### src/rtl/slr_pkg.sv
`default_nettype none

package slr_pkg;

    // Field widths of the stream items
    localparam int ACT_W      = 3;
    localparam int CP_W       = 21;
    localparam int BG_W       = 25;
    localparam int ATTR_W     = 8;
    localparam int CWID_W     = 2;
    localparam int DELTA_W    = 12;
    localparam int IDX_W      = 10;
    localparam int COL_W      = 8;
    localparam int STATUS_W   = 2;
    localparam int VIEW_W     = 11;
    localparam int COUNT_W    = 11;
    localparam int TOTAL_W    = 48;
    localparam int LW_W       = 9;
    localparam int MAXL_W     = 11;
    localparam int CFG_IDX_W  = 1;
    localparam int CFG_DATA_W = 25;
    localparam int IN_TDATA_W  = 88;
    localparam int OUT_TDATA_W = 136;

    // Actions
    localparam logic [ACT_W-1:0] ACT_PUSH   = 3'd0;
    localparam logic [ACT_W-1:0] ACT_POP    = 3'd1;
    localparam logic [ACT_W-1:0] ACT_SCROLL = 3'd2;
    localparam logic [ACT_W-1:0] ACT_READ   = 3'd3;
    localparam logic [ACT_W-1:0] ACT_CLEAR  = 3'd4;

    // Result status codes
    localparam logic [STATUS_W-1:0] ST_OK        = 2'd0;
    localparam logic [STATUS_W-1:0] ST_EMPTY_POP = 2'd1;
    localparam logic [STATUS_W-1:0] ST_BAD_INDEX = 2'd2;

    // Configuration register indexes
    localparam logic [CFG_IDX_W-1:0] CFG_MAX_LINES  = 1'b0;
    localparam logic [CFG_IDX_W-1:0] CFG_DEFAULT_BG = 1'b1;

    localparam logic [MAXL_W-1:0] MAX_LINES_RESET = 11'd1024;
    localparam logic [CP_W-1:0]   SPACE_CP        = 21'h20;
    localparam logic [CWID_W-1:0] CW_SINGLE       = 2'd1;

    typedef enum logic [0:0] {
        S_IDLE,
        S_MEM
    } t_slr_state;

    // Stored cell word, codepoint in the low bits
    typedef struct packed {
        logic [CWID_W-1:0] cell_width;
        logic [ATTR_W-1:0] attributes;
        logic [BG_W-1:0]   background;
        logic [CP_W-1:0]   codepoint;
    } t_cell_word;

    typedef struct packed {
        logic [ACT_W-1:0]          action;
        logic [CP_W-1:0]           codepoint;
        logic [BG_W-1:0]           background;
        logic [ATTR_W-1:0]         attributes;
        logic [CWID_W-1:0]         cell_width;
        logic                      row_end;
        logic signed [DELTA_W-1:0] view_delta;
        logic                      alt_screen;
        logic [IDX_W-1:0]          line_index;
        logic [COL_W-1:0]          column;
    } t_item;

    typedef struct packed {
        logic [STATUS_W-1:0] status;
        logic [VIEW_W-1:0]   view_offset;
        logic [COUNT_W-1:0]  line_count;
        logic [TOTAL_W-1:0]  total_lines;
        logic [LW_W-1:0]     line_width;
        logic [CP_W-1:0]     out_codepoint;
        logic [BG_W-1:0]     out_background;
        logic [ATTR_W-1:0]   out_attributes;
        logic [CWID_W-1:0]   out_cell_width;
    } t_result;

    typedef struct packed {
        logic take;
        logic load_direct;
        logic load_mem;
    } t_dp_cmd;

    typedef struct packed {
        logic needs_mem;
    } t_dp_sts;

endpackage

`default_nettype wire

### src/rtl/slr_ctrl.sv
`default_nettype none

module slr_ctrl (
    input  wire logic            i_clk,
    input  wire logic            i_rst_n,
    input  wire logic            i_in_valid,
    output logic                 o_in_ready,
    output logic                 o_out_valid,
    input  wire logic            i_out_ready,
    input  wire slr_pkg::t_dp_sts i_sts,
    output slr_pkg::t_dp_cmd     o_cmd
);
    import slr_pkg::*;

    t_slr_state r_state, n_state;
    logic       r_out_valid, n_out_valid;
    logic       out_free;

    always_ff @(posedge i_clk) begin
        if (!i_rst_n) begin
            r_state     <= S_IDLE;
            r_out_valid <= 1'b0;
        end else begin
            r_state     <= n_state;
            r_out_valid <= n_out_valid;
        end
    end

    always_comb begin
        out_free    = !r_out_valid || i_out_ready;
        n_state     = r_state;
        n_out_valid = r_out_valid && !i_out_ready;
        o_cmd       = '0;
        o_in_ready  = 1'b0;
        unique case (r_state)
            S_IDLE: begin
                o_in_ready = out_free;
                if (i_in_valid && out_free) begin
                    o_cmd.take = 1'b1;
                    if (i_sts.needs_mem) begin
                        n_state = S_MEM;
                    end else begin
                        o_cmd.load_direct = 1'b1;
                        n_out_valid       = 1'b1;
                    end
                end
            end
            S_MEM: begin
                // output register is empty here: it was free when the request was taken
                o_cmd.load_mem = 1'b1;
                n_out_valid    = 1'b1;
                n_state        = S_IDLE;
            end
            default: n_state = S_IDLE;
        endcase
    end

    assign o_out_valid = r_out_valid;

endmodule

`default_nettype wire

### config.mk
export PLATFORM = sky130hd
export DESIGN_NAME = slr_ctrl
export DESIGN_NICKNAME = d
export VERILOG_FILES = /design/src/rtl/slr_pkg.sv /design/src/rtl/slr_ctrl.sv
export SDC_FILE = /design/constraint.sdc
export NUM_CORES = 1
export LEC_CHECK = 0
export BUFFER_PORTS_ARGS = -buffer_cell sky130_fd_sc_hd__buf_2
export CORE_AREA = 8 8 45 47
export DETAILED_ROUTE_END_ITERATION = 8
export DIE_AREA = 0 0 53 55
export PLACE_DENSITY = 0.3
export RECOVER_POWER = 50
export SYNTH_ARGS = -nofsm -noshare
export SYNTH_HDL_FRONTEND = slang
export SYNTH_SLANG_ARGS = --single-unit
### constraint.sdc
create_clock -name i_clk -period 1 [get_ports i_clk]
set_clock_uncertainty 0.2 [all_clocks]
set_input_delay 0.2 -clock i_clk [delete_from_list [all_inputs] [get_ports i_clk]]
set_output_delay 0.2 -clock i_clk [all_outputs]
set_load 0.02 [all_outputs]
==> results by group, run 1 <==
Status
  – Outcome: finished, violations left
  – Failing checks: negative setup slack

Route
  – Final WL: about 440 µm
  – Drt pass-1 iters: 3
  – Via count: around 140
  – Antenna-violating nets left: 0
  – DR WL/cell: 10.4 µm
  – Via-per-instance ratio: between 3 and 4
  – DRC violation total after the first TritonRoute iteration: 5
  – Remaining DRCs: 0

Floorplanning
  – Die Ht: approximately 55 µm
  – Core Area: between 0.001 and 0.0015 mm²
  – Initial Utilization: 0.0823
  – # rows: 14
  – # IOs: 10
  – Die Footprint: between 0.002 and 0.003 mm²
  – Die width: ~53 µm

Yosys
  – Top cell type's share of synthesized area: 0.352
  – Cell variety after synth: 9
  – Top post-synthesis cells by count: dfxtp_1, nor2_1, nor3_1
  – Post-Synthesis Cells: 12
  – Syn_area_per_cell: between 9 and 10 µm²
  – Post-synth net total: 17
  – Top_reg_cell synth: dfxtp_1
  – Number of synthesized flops with an enable pin: 0
  – Synth warnings: 0
  – Post-synthesis cell area: between 100 and 150 µm²
  – Synth Register Bits: 2
  – Async SR Flop Fraction: 0
  – Area contributors post-synth: dfxtp_1, nand2b_4, nor2b_4
  – Area leader, netlist: dfxtp_1
  – Seq/Total Area, Yosys: 0.352

Clock tree
  – CTS tree: done
  – CTS max path bufs: 2
  – Clk_lat worst skew: 230 ps
  – CTS H-tree lvls: 1
  – TritonCTS Buffers: 3
  – Clock transition at path regs: roughly 30 ps
  – Cts-stage hold buffer count: 0
  – Sink Count: 2
  – CTS root buffer: clkbuf_4

Final layout
  – Fill count: approximately 160
  – Final nets: 33
  – P&R area growth vs syn: 141%
  – Share of cells above drive strength 1: 0.885
  – Antenna diodes: 0

Pwr
  – Worst vdd ir: slightly above 0.5 mV
  – Design Power: approximately 0.38 mW
  – Pwr Density: 1380 mW/mm²
  – P_leak: around 0.12 nW

Global route
  – Antenna violations before repair: 0
  – Maximum number of pins on one net before global-route repair: 6
  – Met3 usage: 0.0401
  – Busiest grt layer: met3
  – Overflow after GRT: 0
  – Vias in the first global route: 130
  – First-pass GRT wire length: just under 600 µm
  – Gr usage total: 0.0322
  – Met1 Resource Use GR: 0.0349
  – Met2 Track Usage GR: 0.0293

STA
  – Setup violators final: 7
  – Final Max Slew Viols: 0
  – F_max: a little over 700 MHz
  – Least-Margin Pin Slew: 197 ps
  – Tcrit/Tclk final: 1.38
  – Minimum clock period: 1380 ps
  – Max transition margin: 0.869
  – RSZ-0062 raised after global routing: yes
  – Final hold vios: 0
  – Setup ws final: -382 ps

Critical path
  – CP Capture Type: primary output
  – Setup slack, reg-to-reg: -130 ps
  – Worst endpoint required time: around 600 ps
  – Crit-path max FO: 3
  – WP data arrival: between 900 and 1000 ps
  – WS Path Type: flip-flop to primary output
  – Startpoint Class: flip-flop

Placement
  – PortBufs: 9
  – Pre-CTS WS: -160 ps
  – Post-DP HPWL: between 200 and 300 µm
  – RD Place Congestion: 0.696

Job
  – Max_cap viols: 0

Hold path
  – Worst hold path class: primary input to flip-flop
area by class of cell:
cell class	count	area [µm²]	share of cell area
Clock buffer	3	22.5	0.0822
Multi-Input combinational cell	9	82.6	0.301
Sequential cell	2	42.5	0.155
Tap cell	16	20.0	0.0731
Timing Repair Buffer	12	106	0.388
cell usage in the layout (no fill, tap or decap):
cell,netlist,final
buf_6,0,7
buf_2,0,4
clkbuf_4,0,3
nor2_2,0,2
dfxtp_2,0,2
nor2b_4,1,1
nand2b_4,1,1
nor3_4,0,1
nand2_1,1,1
nor3_1,2,1
nor2b_2,1,1
o31a_1,1,1
buf_4,1,1
power by group:
| group | internal [mW] | switching [mW] | leakage [nW] | total [mW] |
|---|---|---|---|---|
| Combinational | 0.0573 | 0.0491 | 0.0894 | 0.106 |
| Sequential | 0.0860 | 0.00282 | 0.0172 | 0.0888 |
| Clock | 0.133 | 0.0496 | 0.0138 | 0.182 |
| Total | 0.276 | 0.102 | 0.120 | 0.378 |
repair_timing:
action,CTS,global route
cloned,0,0
setup endpoints to repair,6,7
pin swaps,3,0
setup buffers,0,2
resized for setup,11,3
sequential cells by signal (all words and copies together) (netlist names):
register,cells
r_state,1
o_out_valid,1
metal layers:
layer	wire, µm	part of all wire
met2	126	0.29
met1	213	0.49
met3	95	0.22
met4	0	0
met5	0	0
cells by family after synthesis:
logic type	synth area share
and+or+nand+nor	0.505
AOI/OAI and AO/OA	0.0769
buffers and inverters	0.0660
DFF	0.352
stage by stage:
| stage | setup TNS [ps] | cell area [µm²] | util | hold slack [ps] | instances |
|---|---|---|---|---|---|
| 4_1_cts | -1580 | 262 | 0.189 | 11.4 | 41 |
| 2_1_floorplan | -410 | 131 | - | 118 | 12 |
| 5_1_grt | -2000 | 274 | 0.198 | 19.5 | 42 |
| 3_3_place_gp | -477 | 204 | 0.147 | 257 | 38 |
| 3_5_place_dp | -495 | 204 | 0.147 | 248 | 38 |
| 6_report | -1670 | 274 | 0.198 | 20.7 | 42 |
worst paths after layout:
check,from,endpoint,cells past startpoint
min reg2reg,r_state,r_state,2
min,i_rst_n,o_out_valid,2
max,r_state,o_cmd[1],3
max reg2reg,o_out_valid,o_out_valid,3
worst max-delay path, stage by stage (launching register included):
cell and delay [ps]:
dfxtp_2 310, nand2b_4 150, nor3_4 160, buf_6 140
Note: power is estimated with default switching activity, not from simulation.
==> run 2, diff against run 1 <==
clock period = 1.2 ns   (was 1 ns; I/O delays follow)
==> results by group, run 2 (same netlist as run 1, synthesis figures left out) <==
Clock tree
  – CTS H-tree lvls: 1 (unchanged)
  – CTS root buffer: clkbuf_4
  – Cts-stage hold buffer count: 0 (unchanged)
  – CTS tree: done
  – TritonCTS Buffers: 3 (unchanged)
  – Clk_lat worst skew: 220 ps (about the same)
  – CTS max path bufs: 2 (unchanged)
  – Clock transition at path regs: 30 ps (about the same)
  – Sink Count: 2 (unchanged)

Final layout
  – Final nets: 31 (-6.1%)
  – Antenna diodes: 0 (unchanged)
  – P&R area growth vs syn: 120%
  – Leading cell type in the layout, fill and taps excluded: buf_2
  – Most frequent cells in the layout: buf_2, buf_6, clkbuf_4, dfxtp_2
  – Share of cells above drive strength 1: 0.875 (-0.00962)

STA
  – Max transition margin: 0.854 (-0.0144)
  – Least-Margin Pin Slew: 218 ps (+21.5 ps)
  – RSZ-0062 raised after global routing: yes
  – Setup TNS: -649 ps (+1020 ps)
  – Hold WS: 65.4 ps (+44.6 ps)
  – Minimum clock period: about 1400 ps
  – Final Max Slew Viols: 0 (unchanged)
  – Setup violators final: 4 (-3)
  – Final hold vios: 0 (unchanged)
  – F_max: between 700 and 800 MHz
  – Tcrit/Tclk final: 1.18
  – Setup ws final: -215 ps (+167 ps)

Status
  – Outcome: finished, violations left
  – Failing checks: negative setup slack

Floorplanning
  – Core Area: 0.00138 mm² (unchanged)
  – Die Footprint: 0.00292 mm² (unchanged)
  – # rows: 14 (unchanged)
  – Initial Utilization: 0.0823 (unchanged)
  – Die Ht: 55 µm (unchanged)
  – Die width: 53 µm (unchanged)
  – # IOs: 10 (unchanged)

Global route
  – Antenna violations before repair: 0 (unchanged)
  – Gr usage total: 0.0306 (-0.00167)
  – Maximum number of pins on one net before global-route repair: 6 (unchanged)
  – First-pass GRT wire length: 627 µm (+7.0%)
  – Vias in the first global route: 146 (+12%)
  – Overflow after GRT: 0 (unchanged)

Job
  – Max_cap viols: 0 (unchanged)

Route
  – Via count: 128 (-6.6%)
  – Via-per-instance ratio: 3.20 (-1.9%)
  – Drt pass-1 iters: 1 (-2)
  – DR WL/cell: 9.55 µm (-8.0%)
  – DRC violation total after the first TritonRoute iteration: 0 (-5)
  – Final WL: 382 µm (-12%)
  – Antenna-violating nets left: 0 (unchanged)
  – Remaining DRCs: 0 (unchanged)

Pwr
  – Pwr Density: 1200 mW/mm² (-13%)
  – P_leak: 0.109 nW (-9.5%)
  – Worst vdd ir: 0.446 mV (-11%)

Critical path
  – Critical-path top delay cell: dfxtp_2
  – CP cell instances: nand2b_4 > nor3_4 > buf_6
  – WS Path Type: flip-flop to primary output
  – CP Capture Type: primary output
  – Startpoint Class: flip-flop
  – Setup slack, reg-to-reg: 140 ps (+270 ps)
  – Crit-path max FO: 3 (unchanged)
  – CP top delay family: flip-flops
  – WP data arrival: 980 ps (about the same)
  – Biggest cell delay along the critical path: 310 ps (about the same)
  – Worst endpoint required time: 760 ps (+160 ps)
  – Crit path buffers/inverters: 1 (unchanged)

Hold path
  – Worst hold path class: primary input to flip-flop

Placement
  – Post-DP HPWL: 326 µm (+10%)
  – PortBufs: 9 (unchanged)
  – RD Place Congestion: 0.701 (+0.75%)
run 2: cell count changes in the layout (fill, tap and decap cells not counted), sizes merged:
cell and change:
buf -2
run 2: worst paths after layout:
| check | to | cells past startpoint | from |
|---|---|---|---|
| setup / recovery | o_cmd[1] | 3 | r_state |
| hold / removal | o_out_valid | 2 | i_rst_n |
| setup reg to reg | o_out_valid | 2 | r_state |
| hold reg to reg | r_state | 2 | r_state |
run 2: area by class of cell:
class                   instances  area, µm²
flip-flops and latches          2       42.5
well taps                      16       20.0
clock buffers                   3       22.5
multi-input cells               9       87.6
repair buffers                 10       77.6
fillers                       159       1130
run 2: power by group:
part,internal (mW),leakage [nW],switching (mW)
combinational,0.0392,0.0779,0.0394
clock,0.110,0.0138,0.0372
sequential,0.0717,0.0172,0.00187
total,0.221,0.109,0.0784
run 2: repair_timing:
item                                    CTS  global route
hold endpoints to repair                  0             0
pin swaps                                 2             2
endpoints found under the setup margin    4             4
resized for setup                        10             1
setup buffers                             0             1
run 2: routing by layer:
metal	global-route usage	share of wire
met1	0.0378	0.50
met5	0	0
met3	0.0214	0.20
met4	0.0259	0
met2	0.0332	0.30
run 2: metrics by stage:
stage / worst slack [ps] / total power, mW / instances / util / area [µm²]
floorplan: 17.4 / 0.114 / 12 / - / 131
global placement: -9.34 / 0.139 / 37 / 0.142 / 196
detailed placement: -21.7 / 0.139 / 37 / 0.142 / 196
CTS: -228 / 0.311 / 40 / 0.180 / 249
global route: -273 / 0.321 / 40 / 0.181 / 250
finish: -215 / 0.300 / 40 / 0.181 / 250
==> run 3, diff against run 2 <==
CORE_AREA = 5 5 42 44   (was 8 8 45 47)
DIE_AREA = 0 0 47 49   (was 0 0 53 55)
==> results by group, run 3 (same netlist as run 1, synthesis figures left out) <==
Clock tree
  – Cts-stage hold buffer count: 0 (unchanged)
  – CTS H-tree lvls: 1 (unchanged)
  – CTS root buffer: clkbuf_4
  – CTS tree: done
  – Sink Count: 2 (unchanged)
  – CTS max path bufs: 2 (unchanged)
  – Clock transition at path regs: 30 ps (about the same)
  – Clk_lat worst skew: 230 ps (about the same)
  – TritonCTS Buffers: 3 (unchanged)

Placement
  – Post-DP HPWL: 319 µm (-2.1%)
  – DP Area: 204 µm² (+3.8%)
  – PortBufs: 9 (unchanged)
  – Pre-CTS WS: 1.35 ps (+23.0 ps)
  – RD Place Congestion: 0.709 (+1.1%)

Critical path
  – WS Path Type: flip-flop to primary output
  – Setup slack, reg-to-reg: 30 ps (-110 ps)
  – CP Capture Type: primary output
  – Worst endpoint required time: 760 ps (about the same)
  – WP data arrival: 970 ps (about the same)
  – Crit-path max FO: 4 (+1)
  – Startpoint Class: flip-flop

STA
  – Least-Margin Pin Slew: 181 ps (-36.8 ps)
  – RSZ-0062 raised after global routing: yes
  – Final Max Slew Viols: 0 (unchanged)
  – Minimum clock period: 1410 ps (-4.27 ps)
  – F_max: 709 MHz (+0.30%)
  – Tcrit/Tclk final: 1.18 (-0.00356)
  – Final hold vios: 0 (unchanged)
  – Setup violators final: 5 (+1)
  – Hold WS: 60.3 ps (-5.12 ps)
  – Max transition margin: 0.879 (+0.0246)
  – Setup ws final: -211 ps (+4.27 ps)
  – Setup TNS: -694 ps (-44.5 ps)

Floorplanning
  – # IOs: 10 (unchanged)
  – Die Footprint: 0.00230 mm² (-21%)
  – Die width: 47 µm (-11%)
  – Core Area: 0.00140 mm² (+1.3%)
  – Die Ht: 49 µm (-11%)
  – Initial Utilization: 0.0812 (-0.00103)
  – # rows: 14 (unchanged)

Final layout
  – P&R area growth vs syn: 154%
  – Antenna diodes: 0 (unchanged)
  – Final nets: 35 (+13%)
  – Leading cell type in the layout, fill and taps excluded: buf_6
  – Fill count: 163 (+2.5%)
  – Most frequent cells in the layout: buf_6, buf_2, clkbuf_4, buf_4
  – Share of cells above drive strength 1: 0.893 (+0.0179)
  – Design area: 289 µm² (+15%)

Hold path
  – Worst hold path class: primary input to flip-flop

Global route
  – Maximum number of pins on one net before global-route repair: 5 (-1)
  – Gr usage total: 0.0443 (+0.0138)
  – Overflow after GRT: 0 (unchanged)
  – First-pass GRT wire length: 669 µm (+6.7%)
  – Antenna violations before repair: 0 (unchanged)
  – Vias in the first global route: 153 (+4.8%)

Route
  – Antenna-violating nets left: 0 (unchanged)
  – Drt pass-1 iters: 1 (unchanged)
  – Remaining DRCs: 0 (unchanged)
  – Final WL: 405 µm (+6.0%)
  – DR WL/cell: 9.20 µm (-3.6%)
  – Via count: 141 (+10%)
  – Via-per-instance ratio: 3.20 (+0.14%)
  – DRC violation total after the first TritonRoute iteration: 0 (unchanged)

Pwr
  – Design Power: 0.319 mW (+6.6%)
  – Worst vdd ir: 0.369 mV (-17%)
  – P_leak: 0.130 nW (+19%)
  – Pwr Density: 1100 mW/mm² (-7.7%)

Status
  – Failing checks: negative setup slack
  – Outcome: finished, violations left

Job
  – Max_cap viols: 0 (unchanged)
## run 3: cell types whose count changed in the layout (fill, tap and decap cells not counted), sizes merged
| cell | delta |
|---|---|
| buf | +4 |
## run 3: worst paths after layout
path                from           to  cells after the start
max reg2reg  o_out_valid  o_out_valid                      3
min              i_rst_n  o_out_valid                      2
max          o_out_valid     o_cmd[1]                      3
min reg2reg      r_state      r_state                      2
## run 3: critical path, stage by stage, from the launching register on
cell and delay [ps]:
dfxtp_2 310, nor2b_4 140, nor3_4 160, buf_6 130
## run 3: cell type report
cell class,instances,area [µm²],area share
timing repair buffer,14,121,0.420
multi-input combinational,9,82.6,0.286
sequential,2,42.5,0.147
clock buffer,3,22.5,0.0779
tap,16,20.0,0.0693
## run 3: repair_timing
item | 4_1_cts | 5_1_grt
endpoints found under the setup margin | 4 | 6
gates resized for setup | 10 | 3
pin swaps | 2 | 1
buffers inserted | 1 | 2
## run 3: stage by stage
| stage | utilization | cells |
|---|---|---|
| global placement | 0.146 | 38 |
| global route | 0.206 | 44 |
| finish | 0.206 | 44 |
| CTS | 0.189 | 42 |
| detailed placement | 0.146 | 38 |
| floorplan | - | 12 |
## run 3: per-layer routing
metal  track usage  vias up  wire (µm)
met4        0.0276        0          4
met2        0.0475        9        138
met5             0        -          0
met1        0.0504       57        189
li1              -       73          -
met3        0.0480        2         72
## run 3: where the power goes
part	internal (mW)	leakage (nW)	switching, mW
clock network	0.111	0.0138	0.0422
registers	0.0717	0.0172	0.00203
logic	0.0517	0.0991	0.0410
total	0.234	0.130	0.0852
